$ cat src/sv/lyndon_factorization_assert.svh
// ----------------------------------------------------------------------------
// lyndon_factorization_assert.svh
// Assertion macros for the Lyndon factorization block; empty in synthesis.
// ----------------------------------------------------------------------------
`ifndef LYNDON_FACTORIZATION_ASSERT_SVH
`define LYNDON_FACTORIZATION_ASSERT_SVH

`ifndef SYNTHESIS
`define LF_ASSERT(label, clk, rst_n, prop, msg) \
    label: assert property (@(posedge clk) disable iff (!rst_n) prop) \
        else $error(msg);
`define LF_ASSERT_NEVER(label, clk, rst_n, expr, msg) \
    `LF_ASSERT(label, clk, rst_n, !(expr), msg)
`else
`define LF_ASSERT(label, clk, rst_n, prop, msg)
`define LF_ASSERT_NEVER(label, clk, rst_n, expr, msg)
`endif

`endif

$ cat src/sv/lf_pkg.sv
// ----------------------------------------------------------------------------
// lf_pkg
// Shared widths, defaults and controller/datapath command and status types.
// ----------------------------------------------------------------------------
`default_nettype none

package lf_pkg;

    localparam int SYM_W       = 8;
    localparam int START_W     = 6;
    localparam int LEN_W       = 7;   // pointers, fill count and lengths
    localparam int MAX_LEN_DEF = 64;

    // controller -> datapath
    typedef struct packed {
        logic load;          // accept a byte (store or flag overflow)
        logic clear;         // end of string: reset fill, overflow, pointers
        logic outer_init;    // j = i + 1, k = i
        logic issue_read;    // read text[k] and text[j]
        logic step;          // advance j and k from registered compare
        logic latch_period;  // period = j - k
        logic emit_step;     // load output register, i += period
    } cmd_t;

    // datapath -> controller
    typedef struct packed {
        logic i_lt_n;
        logic j_lt_n;
        logic k_le_j;        // text[k] <= text[j]
        logic i_le_k;
        logic out_free;      // output register can take a transaction
    } status_t;

endpackage

`default_nettype wire

$ cat src/sv/lf_if.sv
// ----------------------------------------------------------------------------
// lf_sym_if / lf_fac_if
// Valid/ready channels for input bytes and for emitted factors.
// ----------------------------------------------------------------------------
`default_nettype none

interface lf_sym_if;
    logic                      valid;
    logic                      ready;
    logic [lf_pkg::SYM_W-1:0]  symbol;
    logic                      end_of_string;

    modport source (output valid, output symbol, output end_of_string, input ready);
    modport sink   (input valid, input symbol, input end_of_string, output ready);
endinterface

interface lf_fac_if;
    logic                       valid;
    logic                       ready;
    logic [lf_pkg::START_W-1:0] factor_start;
    logic [lf_pkg::LEN_W-1:0]   factor_length;
    logic                       last_factor;
    logic                       overflow;

    modport source (output valid, output factor_start, output factor_length,
                    output last_factor, output overflow, input ready);
    modport sink   (input valid, input factor_start, input factor_length,
                    input last_factor, input overflow, output ready);
endinterface

`default_nettype wire

$ cat src/sv/lf_dp.sv
// ----------------------------------------------------------------------------
// lf_dp
// Datapath: text buffer, scan pointers, period and factor output register.
// ----------------------------------------------------------------------------
`default_nettype none
`include "lyndon_factorization_assert.svh"

module lf_dp #(
    parameter int MAX_LEN = lf_pkg::MAX_LEN_DEF
) (
    input  wire logic                     clk,
    input  wire logic                     rst_n,
    input  wire lf_pkg::cmd_t             cmd,
    output lf_pkg::status_t               status,
    input  wire logic [lf_pkg::SYM_W-1:0] symbol,
    lf_fac_if.source                      factors
);

    localparam int AW = (MAX_LEN > 1) ? $clog2(MAX_LEN) : 1;
    localparam logic [lf_pkg::LEN_W-1:0] FILL_MAX = lf_pkg::LEN_W'(MAX_LEN);

    logic [lf_pkg::SYM_W-1:0] text_mem [MAX_LEN];
    logic [lf_pkg::SYM_W-1:0] rd_k_reg, rd_j_reg;

    logic [lf_pkg::LEN_W-1:0] fill_reg, fill_next;
    logic                     ovf_reg, ovf_next;
    logic [lf_pkg::LEN_W-1:0] i_reg, i_next;
    logic [lf_pkg::LEN_W-1:0] j_reg, j_next;
    logic [lf_pkg::LEN_W-1:0] k_reg, k_next;
    logic [lf_pkg::LEN_W-1:0] period_reg, period_next;
    logic                     out_valid_reg, out_valid_next;

    logic [lf_pkg::START_W-1:0] start_reg;
    logic [lf_pkg::LEN_W-1:0]   length_reg;
    logic                       last_reg, ovf_out_reg;

    logic                     full;
    logic [lf_pkg::LEN_W-1:0] i_plus_p;

    assign full     = (fill_reg == FILL_MAX);
    assign i_plus_p = i_reg + period_reg;

    // buffer write
    always_ff @(posedge clk)
    begin
        if (cmd.load && !full)
        begin
            text_mem[fill_reg[AW-1:0]] <= symbol;
        end
    end

    // two registered reads per compare
    always_ff @(posedge clk)
    begin
        if (cmd.issue_read)
        begin
            rd_k_reg <= text_mem[k_reg[AW-1:0]];
            rd_j_reg <= text_mem[j_reg[AW-1:0]];
        end
    end

    always_comb
    begin
        fill_next      = fill_reg;
        ovf_next       = ovf_reg;
        i_next         = i_reg;
        j_next         = j_reg;
        k_next         = k_reg;
        period_next    = period_reg;
        out_valid_next = out_valid_reg && !factors.ready;

        if (cmd.load)
        begin
            if (full)
            begin
                ovf_next = 1'b1;
            end
            else
            begin
                fill_next = fill_reg + 1'b1;
            end
        end
        if (cmd.clear)
        begin
            fill_next = '0;
            ovf_next  = 1'b0;
            i_next    = '0;
            j_next    = '0;
            k_next    = '0;
        end
        if (cmd.outer_init)
        begin
            j_next = i_reg + 1'b1;
            k_next = i_reg;
        end
        if (cmd.step)
        begin
            k_next = (rd_k_reg < rd_j_reg) ? i_reg : k_reg + 1'b1;
            j_next = j_reg + 1'b1;
        end
        if (cmd.latch_period)
        begin
            period_next = j_reg - k_reg;
        end
        if (cmd.emit_step)
        begin
            i_next         = i_plus_p;
            out_valid_next = 1'b1;
        end
    end

    always_ff @(posedge clk or negedge rst_n)
    begin
        if (!rst_n)
        begin
            fill_reg      <= '0;
            ovf_reg       <= 1'b0;
            i_reg         <= '0;
            j_reg         <= '0;
            k_reg         <= '0;
            period_reg    <= '0;
            out_valid_reg <= 1'b0;
        end
        else
        begin
            fill_reg      <= fill_next;
            ovf_reg       <= ovf_next;
            i_reg         <= i_next;
            j_reg         <= j_next;
            k_reg         <= k_next;
            period_reg    <= period_next;
            out_valid_reg <= out_valid_next;
        end
    end

    // factor payload
    always_ff @(posedge clk)
    begin
        if (cmd.emit_step)
        begin
            start_reg   <= i_reg[lf_pkg::START_W-1:0];
            length_reg  <= period_reg;
            last_reg    <= (i_plus_p >= fill_reg);
            ovf_out_reg <= ovf_reg;
        end
    end

    assign status.i_lt_n   = (i_reg < fill_reg);
    assign status.j_lt_n   = (j_reg < fill_reg);
    assign status.k_le_j   = (rd_k_reg <= rd_j_reg);
    assign status.i_le_k   = (i_reg <= k_reg);
    assign status.out_free = !out_valid_reg || factors.ready;

    assign factors.valid         = out_valid_reg;
    assign factors.factor_start  = start_reg;
    assign factors.factor_length = length_reg;
    assign factors.last_factor   = last_reg;
    assign factors.overflow      = ovf_out_reg;

    `LF_ASSERT(a_fill_bound, clk, rst_n, fill_reg <= FILL_MAX, "fill count beyond capacity")
    `LF_ASSERT(a_read_order, clk, rst_n, cmd.issue_read |-> (k_reg < j_reg), "match not behind probe")
    `LF_ASSERT(a_emit_period, clk, rst_n, cmd.emit_step |-> (period_reg != '0), "zero-length factor")
    `LF_ASSERT(a_clear_fill, clk, rst_n, cmd.clear |=> (fill_reg == '0 && i_reg == '0), "clear did not take")

endmodule

`default_nettype wire

$ cat src/sv/lf_ctrl.sv
// ----------------------------------------------------------------------------
// lf_ctrl
// Controller: sequences load, Duval scan rounds and factor emission.
// ----------------------------------------------------------------------------
`default_nettype none
`include "lyndon_factorization_assert.svh"

module lf_ctrl (
    input  wire logic            clk,
    input  wire logic            rst_n,
    input  wire logic            in_valid,
    input  wire logic            in_eos,
    output logic                 in_ready,
    output lf_pkg::cmd_t         cmd,
    input  wire lf_pkg::status_t status
);

    typedef enum logic [4:0] {
        ST_LOAD  = 5'b00001,
        ST_OUTER = 5'b00010,
        ST_READ  = 5'b00100,
        ST_CMP   = 5'b01000,
        ST_EMIT  = 5'b10000
    } state_t;

    state_t state_reg, state_next;

    always_comb
    begin
        state_next = state_reg;
        cmd        = '0;
        in_ready   = 1'b0;
        case (state_reg)
            ST_LOAD:
            begin
                in_ready = 1'b1;
                if (in_valid)
                begin
                    cmd.load = 1'b1;
                    if (in_eos)
                    begin
                        state_next = ST_OUTER;
                    end
                end
            end
            ST_OUTER:
            begin
                if (status.i_lt_n)
                begin
                    cmd.outer_init = 1'b1;
                    state_next     = ST_READ;
                end
                else
                begin
                    cmd.clear  = 1'b1;
                    state_next = ST_LOAD;
                end
            end
            ST_READ:
            begin
                if (status.j_lt_n)
                begin
                    cmd.issue_read = 1'b1;
                    state_next     = ST_CMP;
                end
                else
                begin
                    cmd.latch_period = 1'b1;
                    state_next       = ST_EMIT;
                end
            end
            ST_CMP:
            begin
                if (status.k_le_j)
                begin
                    cmd.step   = 1'b1;
                    state_next = ST_READ;
                end
                else
                begin
                    cmd.latch_period = 1'b1;
                    state_next       = ST_EMIT;
                end
            end
            ST_EMIT:
            begin
                if (!status.i_le_k)
                begin
                    state_next = ST_OUTER;
                end
                else if (status.out_free)
                begin
                    cmd.emit_step = 1'b1;
                end
            end
            default:
            begin
                state_next = ST_LOAD;
            end
        endcase
    end

    always_ff @(posedge clk or negedge rst_n)
    begin
        if (!rst_n)
        begin
            state_reg <= ST_LOAD;
        end
        else
        begin
            state_reg <= state_next;
        end
    end

    `LF_ASSERT(a_eos_starts_scan, clk, rst_n, (in_valid && in_ready && in_eos) |=> (state_reg == ST_OUTER), "scan did not start")
    `LF_ASSERT_NEVER(a_emit_without_room, clk, rst_n, cmd.emit_step && !status.out_free, "emit into busy output")

endmodule

`default_nettype wire

$ cat src/sv/lyndon_factorization.sv
// ----------------------------------------------------------------------------
// lyndon_factorization
// Lyndon factorization of a byte string by Duval's three-pointer scan.
// ----------------------------------------------------------------------------
// Usage:
//  - text: one byte per transaction (symbol, end_of_string). Bytes load at one
//    per cycle while loading into a MAX_LEN-byte buffer; bytes past capacity
//    are dropped; the overflow flag is raised for every factor of that string.
//  - The transaction carrying end_of_string starts the scan; text.ready stays
//    low until the last factor is emitted and the buffer has been cleared.
//  - factors: one transaction per Lyndon factor, in order, as factor_start /
//    factor_length, with last_factor marking the final one.
//  - Scan: each round opens with an outer step, then alternates a registered
//    dual read and a compare while the probe advances, latches the period
//    and emits the factors one by one; a clear ends the string.
//  - Stall: factors has a single output register; while it is full and the
//    receiver holds ready low, emission waits and the scan holds its state.
//  - Reset: asynchronous, active low; returns to loading with an empty buffer.
// ----------------------------------------------------------------------------
`default_nettype none

module lyndon_factorization #(
    parameter int MAX_LEN = lf_pkg::MAX_LEN_DEF
) (
    input  wire logic clk,
    input  wire logic rst_n,
    lf_sym_if.sink    text,
    lf_fac_if.source  factors
);

    lf_pkg::cmd_t    cmd;
    lf_pkg::status_t status;

    // sequencer: load / outer round / read / compare / emit
    lf_ctrl u_ctrl (
        .clk      (clk),
        .rst_n    (rst_n),
        .in_valid (text.valid),
        .in_eos   (text.end_of_string),
        .in_ready (text.ready),
        .cmd      (cmd),
        .status   (status)
    );

    // buffer, pointers i/j/k, period and factor output register
    lf_dp #(
        .MAX_LEN (MAX_LEN)
    ) u_dp (
        .clk     (clk),
        .rst_n   (rst_n),
        .cmd     (cmd),
        .status  (status),
        .symbol  (text.symbol),
        .factors (factors)
    );

endmodule

`default_nettype wire
$ cat src/flat_wrapper.sv
// flat-port wrapper written by rule: the top's interface ports become plain ports
module lyndon_factorization_flat 
#(
    parameter int MAX_LEN = lf_pkg::MAX_LEN_DEF
)
  (clk, rst_n, text_valid, text_symbol, text_end_of_string, text_ready, factors_valid, factors_factor_start, factors_factor_length, factors_last_factor, factors_overflow, factors_ready);
  lf_sym_if text_i ();
  lf_fac_if factors_i ();
  input  wire logic clk;
  input  wire logic rst_n;
  input wire logic [$bits(text_i.valid)-1:0] text_valid;
  input wire logic [$bits(text_i.symbol)-1:0] text_symbol;
  input wire logic [$bits(text_i.end_of_string)-1:0] text_end_of_string;
  output wire logic [$bits(text_i.ready)-1:0] text_ready;
  output wire logic [$bits(factors_i.valid)-1:0] factors_valid;
  output wire logic [$bits(factors_i.factor_start)-1:0] factors_factor_start;
  output wire logic [$bits(factors_i.factor_length)-1:0] factors_factor_length;
  output wire logic [$bits(factors_i.last_factor)-1:0] factors_last_factor;
  output wire logic [$bits(factors_i.overflow)-1:0] factors_overflow;
  input wire logic [$bits(factors_i.ready)-1:0] factors_ready;
  assign text_i.valid = text_valid;
  assign text_i.symbol = text_symbol;
  assign text_i.end_of_string = text_end_of_string;
  assign text_ready = text_i.ready;
  assign factors_valid = factors_i.valid;
  assign factors_factor_start = factors_i.factor_start;
  assign factors_factor_length = factors_i.factor_length;
  assign factors_last_factor = factors_i.last_factor;
  assign factors_overflow = factors_i.overflow;
  assign factors_i.ready = factors_ready;
  lyndon_factorization #(.MAX_LEN(MAX_LEN)) u_core (.clk(clk), .rst_n(rst_n), .text(text_i), .factors(factors_i));
endmodule
$ cat config.mk
export PLATFORM = sky130hd
export DESIGN_NAME = lyndon_factorization_flat
export DESIGN_NICKNAME = d
export VERILOG_FILES = /design/src/sv/lf_pkg.sv /design/src/sv/lf_if.sv /design/src/sv/lf_dp.sv /design/src/sv/lf_ctrl.sv /design/src/sv/lyndon_factorization.sv /design/src/flat_wrapper.sv
export VERILOG_INCLUDE_DIRS = /design/src /design/src/sv
export SDC_FILE = /design/constraint.sdc
export NUM_CORES = 1
export LEC_CHECK = 0
export BUFFER_PORTS_ARGS = -buffer_cell sky130_fd_sc_hd__buf_2
export CORE_UTILIZATION = 50
export CTS_CLUSTER_SIZE = 14
export DETAILED_ROUTE_END_ITERATION = 6
export PLACE_DENSITY = 0.72
export SYNTH_ARGS = -nofsm -noshare
export SYNTH_HDL_FRONTEND = slang
export SYNTH_SLANG_ARGS = --single-unit
$ cat constraint.sdc
create_clock -name clk -period 5.06 [get_ports clk]
set_input_delay 1.012 -clock clk [delete_from_list [all_inputs] [get_ports clk]]
set_output_delay 1.012 -clock clk [all_outputs]
set_load 0.01 [all_outputs]
* Word-level counts from Yosys, hierarchy flattened
Memories as Yosys holds them, arrays and structs flattened. A register that Yosys moved wholly into a read port is not among the register bits.
Cells that the tools add are included.
** Cells by class
- Add/subtract/negate cells :: 6
- Multipliers :: 0
- Divide/modulo/power cells :: 0
- Magnitude comparators :: 6
- Eq/ne operators :: 10
- Shift-type cells :: 0
- Mux-type cells :: 39
- Bitwise logic cells :: 0
- Reduce and logical (&&, ||, !) cells :: 13
** Operator list (count)
- 7-bit two-way mux :: 10
- 7-bit by 1-bit adder with 7-bit output (second input constant) :: 4
- 5-bit two-way mux :: 5
- 5-bit case mux with 5 select lines :: 1
- 1-bit two-way mux :: 20
- 7-bit less-than comparator :: 2
- 8-bit <= comparator :: 1
- 8-bit less-than comparator :: 1
- 7-bit adder :: 1
- 7-bit == test (second input constant) :: 1
- 7-bit >= comparator :: 1
- 7-bit <= comparator :: 1
- 7-bit subtractor :: 1
- 2-bit inequality test (second input constant) :: 3
- 2-bit nonzero test :: 3
- 5-bit by 1-bit == test with 1-bit output (second input constant) :: 1
- 5-bit by 2-bit == test with 1-bit output (second input constant) :: 1
- 5-bit by 3-bit == test with 1-bit output (second input constant) :: 1
- 5-bit by 4-bit == test with 1-bit output (second input constant) :: 1
- 5-bit == test (second input constant) :: 1
- 2-bit AND reduction :: 2
- 1-bit zero test :: 3
- 3-bit two-way mux :: 1
- 3-bit AND reduction :: 1
- 6 further kinds :: 7
** Storage, ports and cells
- Register bits :: 57
- Latch bits :: 0
- RAM bits :: 512
- Memory bits (read-only) :: 0
- Bits of input ports :: 13
- Output and inout bits :: 17
- Logic and storage cells :: 87
- Memories kept :: 1
** Memory list
- u_core.u_dp.text_mem :: words 64, width 8, rd ports 2, clocked after memory_dff 2, write ports 1, RTL line lf_dp.sv:22 : logic [lf_pkg::SYM_W-1:0] text_mem [MAX_LEN];

* Longest topological paths before layout
- Word-level depth :: 6
- Mapped depth :: 13
- Gate-level depth less buffers :: 10

* Cells and area by module
A second synthesis with hierarchy kept.
** Unflattened totals
- Cells, all modules :: 1677
- Area total of the unflattened synthesis :: 28219.6 um2
** Modules (own cells, without submodules)
- lf_dp :: times used 1, cells each 1635, area each 27846.7 um2, sequential area each 17231.5 um2
- lf_ctrl :: times used 1, cells each 42, area each 372.9 um2, sequential area each 126.4 um2

* Least setup slack after synthesis
No wires, ideal clock.
- Path type :: register -> register
- Start point :: register u_core.u_dp.fill_reg[4] (netlist bit)
- End point :: register u_core.u_dp.rd_j_reg[0] (netlist bit), read port of u_core.u_dp.text_mem, enable pin
- Setup time :: 0.430 ns
- Arrival time :: 3.022 ns
- Required time :: 4.630 ns
- Path slack :: 1.608 ns
- Cell stages (with the launch flop) :: 7
- Path buffers :: 0
- Clock period less this slack :: 3.452 ns
- Path through :: dfrtp_1 > inv_1 > ha_1 > a21o_1 > a221oi_1 > o21ai_1 > nor4_1
** RTL lines
- from (decl) :: RTL line lf_dp.sv:25 : logic [lf_pkg::LEN_W-1:0] fill_reg, fill_next;
- from (signal assigned) :: RTL line lf_dp.sv:126 : fill_reg <= fill_next;
- to (decl) :: RTL line lf_dp.sv:23 : logic [lf_pkg::SYM_W-1:0] rd_k_reg, rd_j_reg;

==> flow_metrics.tcl <==
set metrics [dict create \
    largest_register_ffs 512 \
    leakage_uw 0.00985 \
    path_clk_slew_ps 60 \
    place.gp.congestion 1.02 \
    antenna_found_initial 2 \
    grt_start_max_net_pins 65 \
    layout.cell_area.non_filler_mm2 0.0309 \
    rsz0062_at_grt "no" \
    core_area_mm2 0.0553 \
    detailedRoute.firstIterationViolations 2368 \
    multi_input_comb_area_mm2 0.0101 \
    synthFlopType "sky130_fd_sc_hd__edfxtp_1" \
    cts_inserted_buffers 59 \
    timing.critical_path.from_type "flip-flop" \
    gr-usage-all-layers_pct 27.0 \
    max_freq_mhz 287 \
    grt_pass1_vias 16700 \
    clock_power_share_pct 26.1 \
    netlist.top_cell.by_area "sky130_fd_sc_hd__edfxtp_1" \
    capture_point_of_the_worst_reg_to_reg_path "u_core.u_dp.rd_k_reg[1]" \
    remaining_drc_errors 6 \
    dr_total_vias 16800 \
    synth-seq-cells 585 \
    final_nets 1726 \
    fillerInstances 4179 \
    cts_tree "done" \
    root_buffer "sky130_fd_sc_hd__clkbuf_16" \
    antennaDiodeCount 0 \
    clkLatencyLatePin_ps 640 \
    placed_cell_area_mm2 0.0289 \
    via_per_inst 6.85 \
    pwr-share-comb_pct 37.4 \
    worstSetupEndpoint "u_core.u_dp.rd_k_reg[1]" \
    timing.hold.worst.start "u_core.u_dp.ovf_reg" \
    die_area_mm2 0.0571 \
    cts-resized-gates 0 \
    reg2reg_setup_slack_ps 1580 \
    synth_enable_flop_cells 543 \
    synth_area_per_cell_um2 17.1 \
    flop_pwr_share_pct 36.4 \
    netSwitchingFraction_pct 35.9 \
    drive_gt1_share_pct 23.7 \
    ys_seq_area_share_pct 61.9 \
    wl_per_cell_um 30.6 \
    fp.dieW_um 239 \
    synthDistinctLibCells 61 \
    global_route.overflow_total 0 \
    synth-async-reset-ratio_pct 7.18 \
    final_worst_path_period_share_pct 68.8 \
    crit-reg2reg-launch "u_core.u_dp.k_reg[1]" \
    power_report.internal_total_uw 11000 \
    max-slew-margin-rel_pct 25.4 \
    post_synth_main_area_contributors "sky130_fd_sc_hd__edfxtp_1 58%, sky130_fd_sc_hd__mux4_2 19%, sky130_fd_sc_hd__dfrtp_1 3.7%" \
    post_cts_hold_buffer_count 0 \
    critPathKind "flip-flop to flip-flop" \
    worst_hold_class "flip-flop to flip-flop" \
    seq_area_mm2 0.0174 \
    ant_nets 0 \
    power.ir.vdd_worst_v 0.000341 \
    synth_area_mm2 0.0281 \
    dr.pass1.iters 7 \
    maxSlewViolCount 0 \
    final-hold-violation-count 0 \
    timing.critical_path.cells "buf_4, nor2_1, a22oi_1, nand3_1, and4_1" \
    place.port_buffers 29 \
    yosys-top-cells-count "543 x sky130_fd_sc_hd__edfxtp_1, 240 x sky130_fd_sc_hd__mux4_2, 108 x sky130_fd_sc_hd__nor2_1" \
    max-clock-path-buffers 3 \
    postRouteWirelength_um 75300 \
    synth.yosys.warnings 0 \
    rr_worst_depth 5 \
    postSynthCellCount 1638 \
    timing.critical_path.slowest_cell_delay_ps 950 \
    worst_clock_skew_ps 26.6 \
    cts.htree.levels 2 \
    reported_net_switching_power_uw 6140 \
    tightest_slew_ps 1110 \
    layout_area_overhead_pct 10.2 \
    syn_nets 1704 \
    min_period_ps 3480 \
    global_route_wire_length_before_repair_um 111000 \
    post-synth-top-area-fraction_pct 58.1 \
    timing.critical_path.slowest_stage_cell "sky130_fd_sc_hd__dfrtp_4" \
    critPathRequiredTime_ps 5430 \
    dieHeight_um 239 \
    critical_path.startpoint "u_core.u_dp.k_reg[1]" \
    totalNegativeSetupSlack_ps 0 \
    clock_sink_count 585 \
    status "finished, violations left" \
    violations_in_the_final_reports "DRC" \
    critPathArrivalTime_ps 3850 \
    setup_viol 0 \
    synth_most_common_cell "sky130_fd_sc_hd__edfxtp_1" \
    dp_hpwl_um 48900 \
    io_pins 30 \
    timing.max_cap.violations 0 \
    power.density_cell_area_mw_per_mm2 553 \
    holdPathStages 0 \
    final_util_pct 55.9 \
    std_cell_rows 86 \
    critPathMaxFanout 54 \
    post-cts-setup-buffers 0 \
    floorplan.initialDensity_pct 50.7 \
    critPathCaptureType "flip-flop" \
]
-- power groups by stage --
| stage | logic (µW) | clock network [µW] | registers [µW] |
|---|---|---|---|
| finish | 6400 | 4470 | 6230 |
| global route | 6760 | 4670 | 6280 |
| CTS | 6310 | 4500 | 6230 |
| detailed placement | 6280 | 0 | 6320 |
| global placement | 6200 | 0 | 6310 |
| floorplan | 4750 | 0 | 5810 |
-- worst min path at each step --
stage | endpoint | slack [ps]
after detailed placement | u_core.u_dp.factors.overflow | 440
after CTS | u_core.u_dp.factors.overflow | 460
after global placement | u_core.u_dp.factors.overflow | 440
final | u_core.u_dp.factors.overflow | 460
after global routing | u_core.u_dp.factors.overflow | 480
after floorplan | u_core.u_dp.factors.overflow | 430
-- cell families after synthesis --
group                    share of synthesized area (%)
multiplexers                                      21.3
XOR/XNOR                                         0.843
flip-flops                                        61.9
buffers and inverters                             2.18
adder cells (fa/ha/maj)                           2.42
AND/OR/NAND/NOR                                   5.19
AO/OA/AOI/OAI                                     6.16
-- metal layers --
layer	global-route usage [%]	part of all wire, %	vias up
met1	37.8	38	8733
li1	-	-	6883
met3	6.29	11	178
met4	11.8	4.6	2
met2	40.5	46	1052
met5	0	0.017	-
-- worst max-delay path: cells and delay by family, from the launching register on --
kind | cells | cell delay (ps)
and+or+nand+nor | 3 | 1010
DFF | 1 | 950
buffers and inverters | 1 | 820
AOI/OAI and AO/OA | 1 | 390
-- per-stage QoR --
stage               setup slack, ps  hold slack, ps  total power (µW)  cells
finish                         1580             457             17100   2459
global route                   1490             481             17700   2459
CTS                            1650             459             17000   2459
detailed placement             1690             444             12600   2347
global placement               1720             444             12500   2347
floorplan                      1610             426             10600   1638
-- area by class of cell --
type	instances	area share, %
clock buffers	73	5.05
repair buffers	55	1.30
inverters	34	0.413
well taps	748	3.03
clock inverters	39	1.32
multi-input cells	925	32.7
flip-flops and latches	585	56.2
-- layout by cell type (no fill, tap or decap), drive strengths merged, types with 19 or more instances in the layout --
| cell type | instances |
|---|---|
| edfxtp | 543 |
| mux2i | 50 |
| nor2 | 110 |
| o21ai | 19 |
| nand2 | 38 |
| buf | 55 |
| clkbuf | 73 |
| a21oi | 50 |
| mux4 | 240 |
| inv | 32 |
| a22oi | 82 |
| dfrtp | 41 |
| and2 | 22 |
| clkinv | 31 |
| a211oi | 38 |
| nand3 | 60 |
| ha | 51 |
| xnor2 | 22 |
Note: power is estimated with default switching activity, not from simulation.
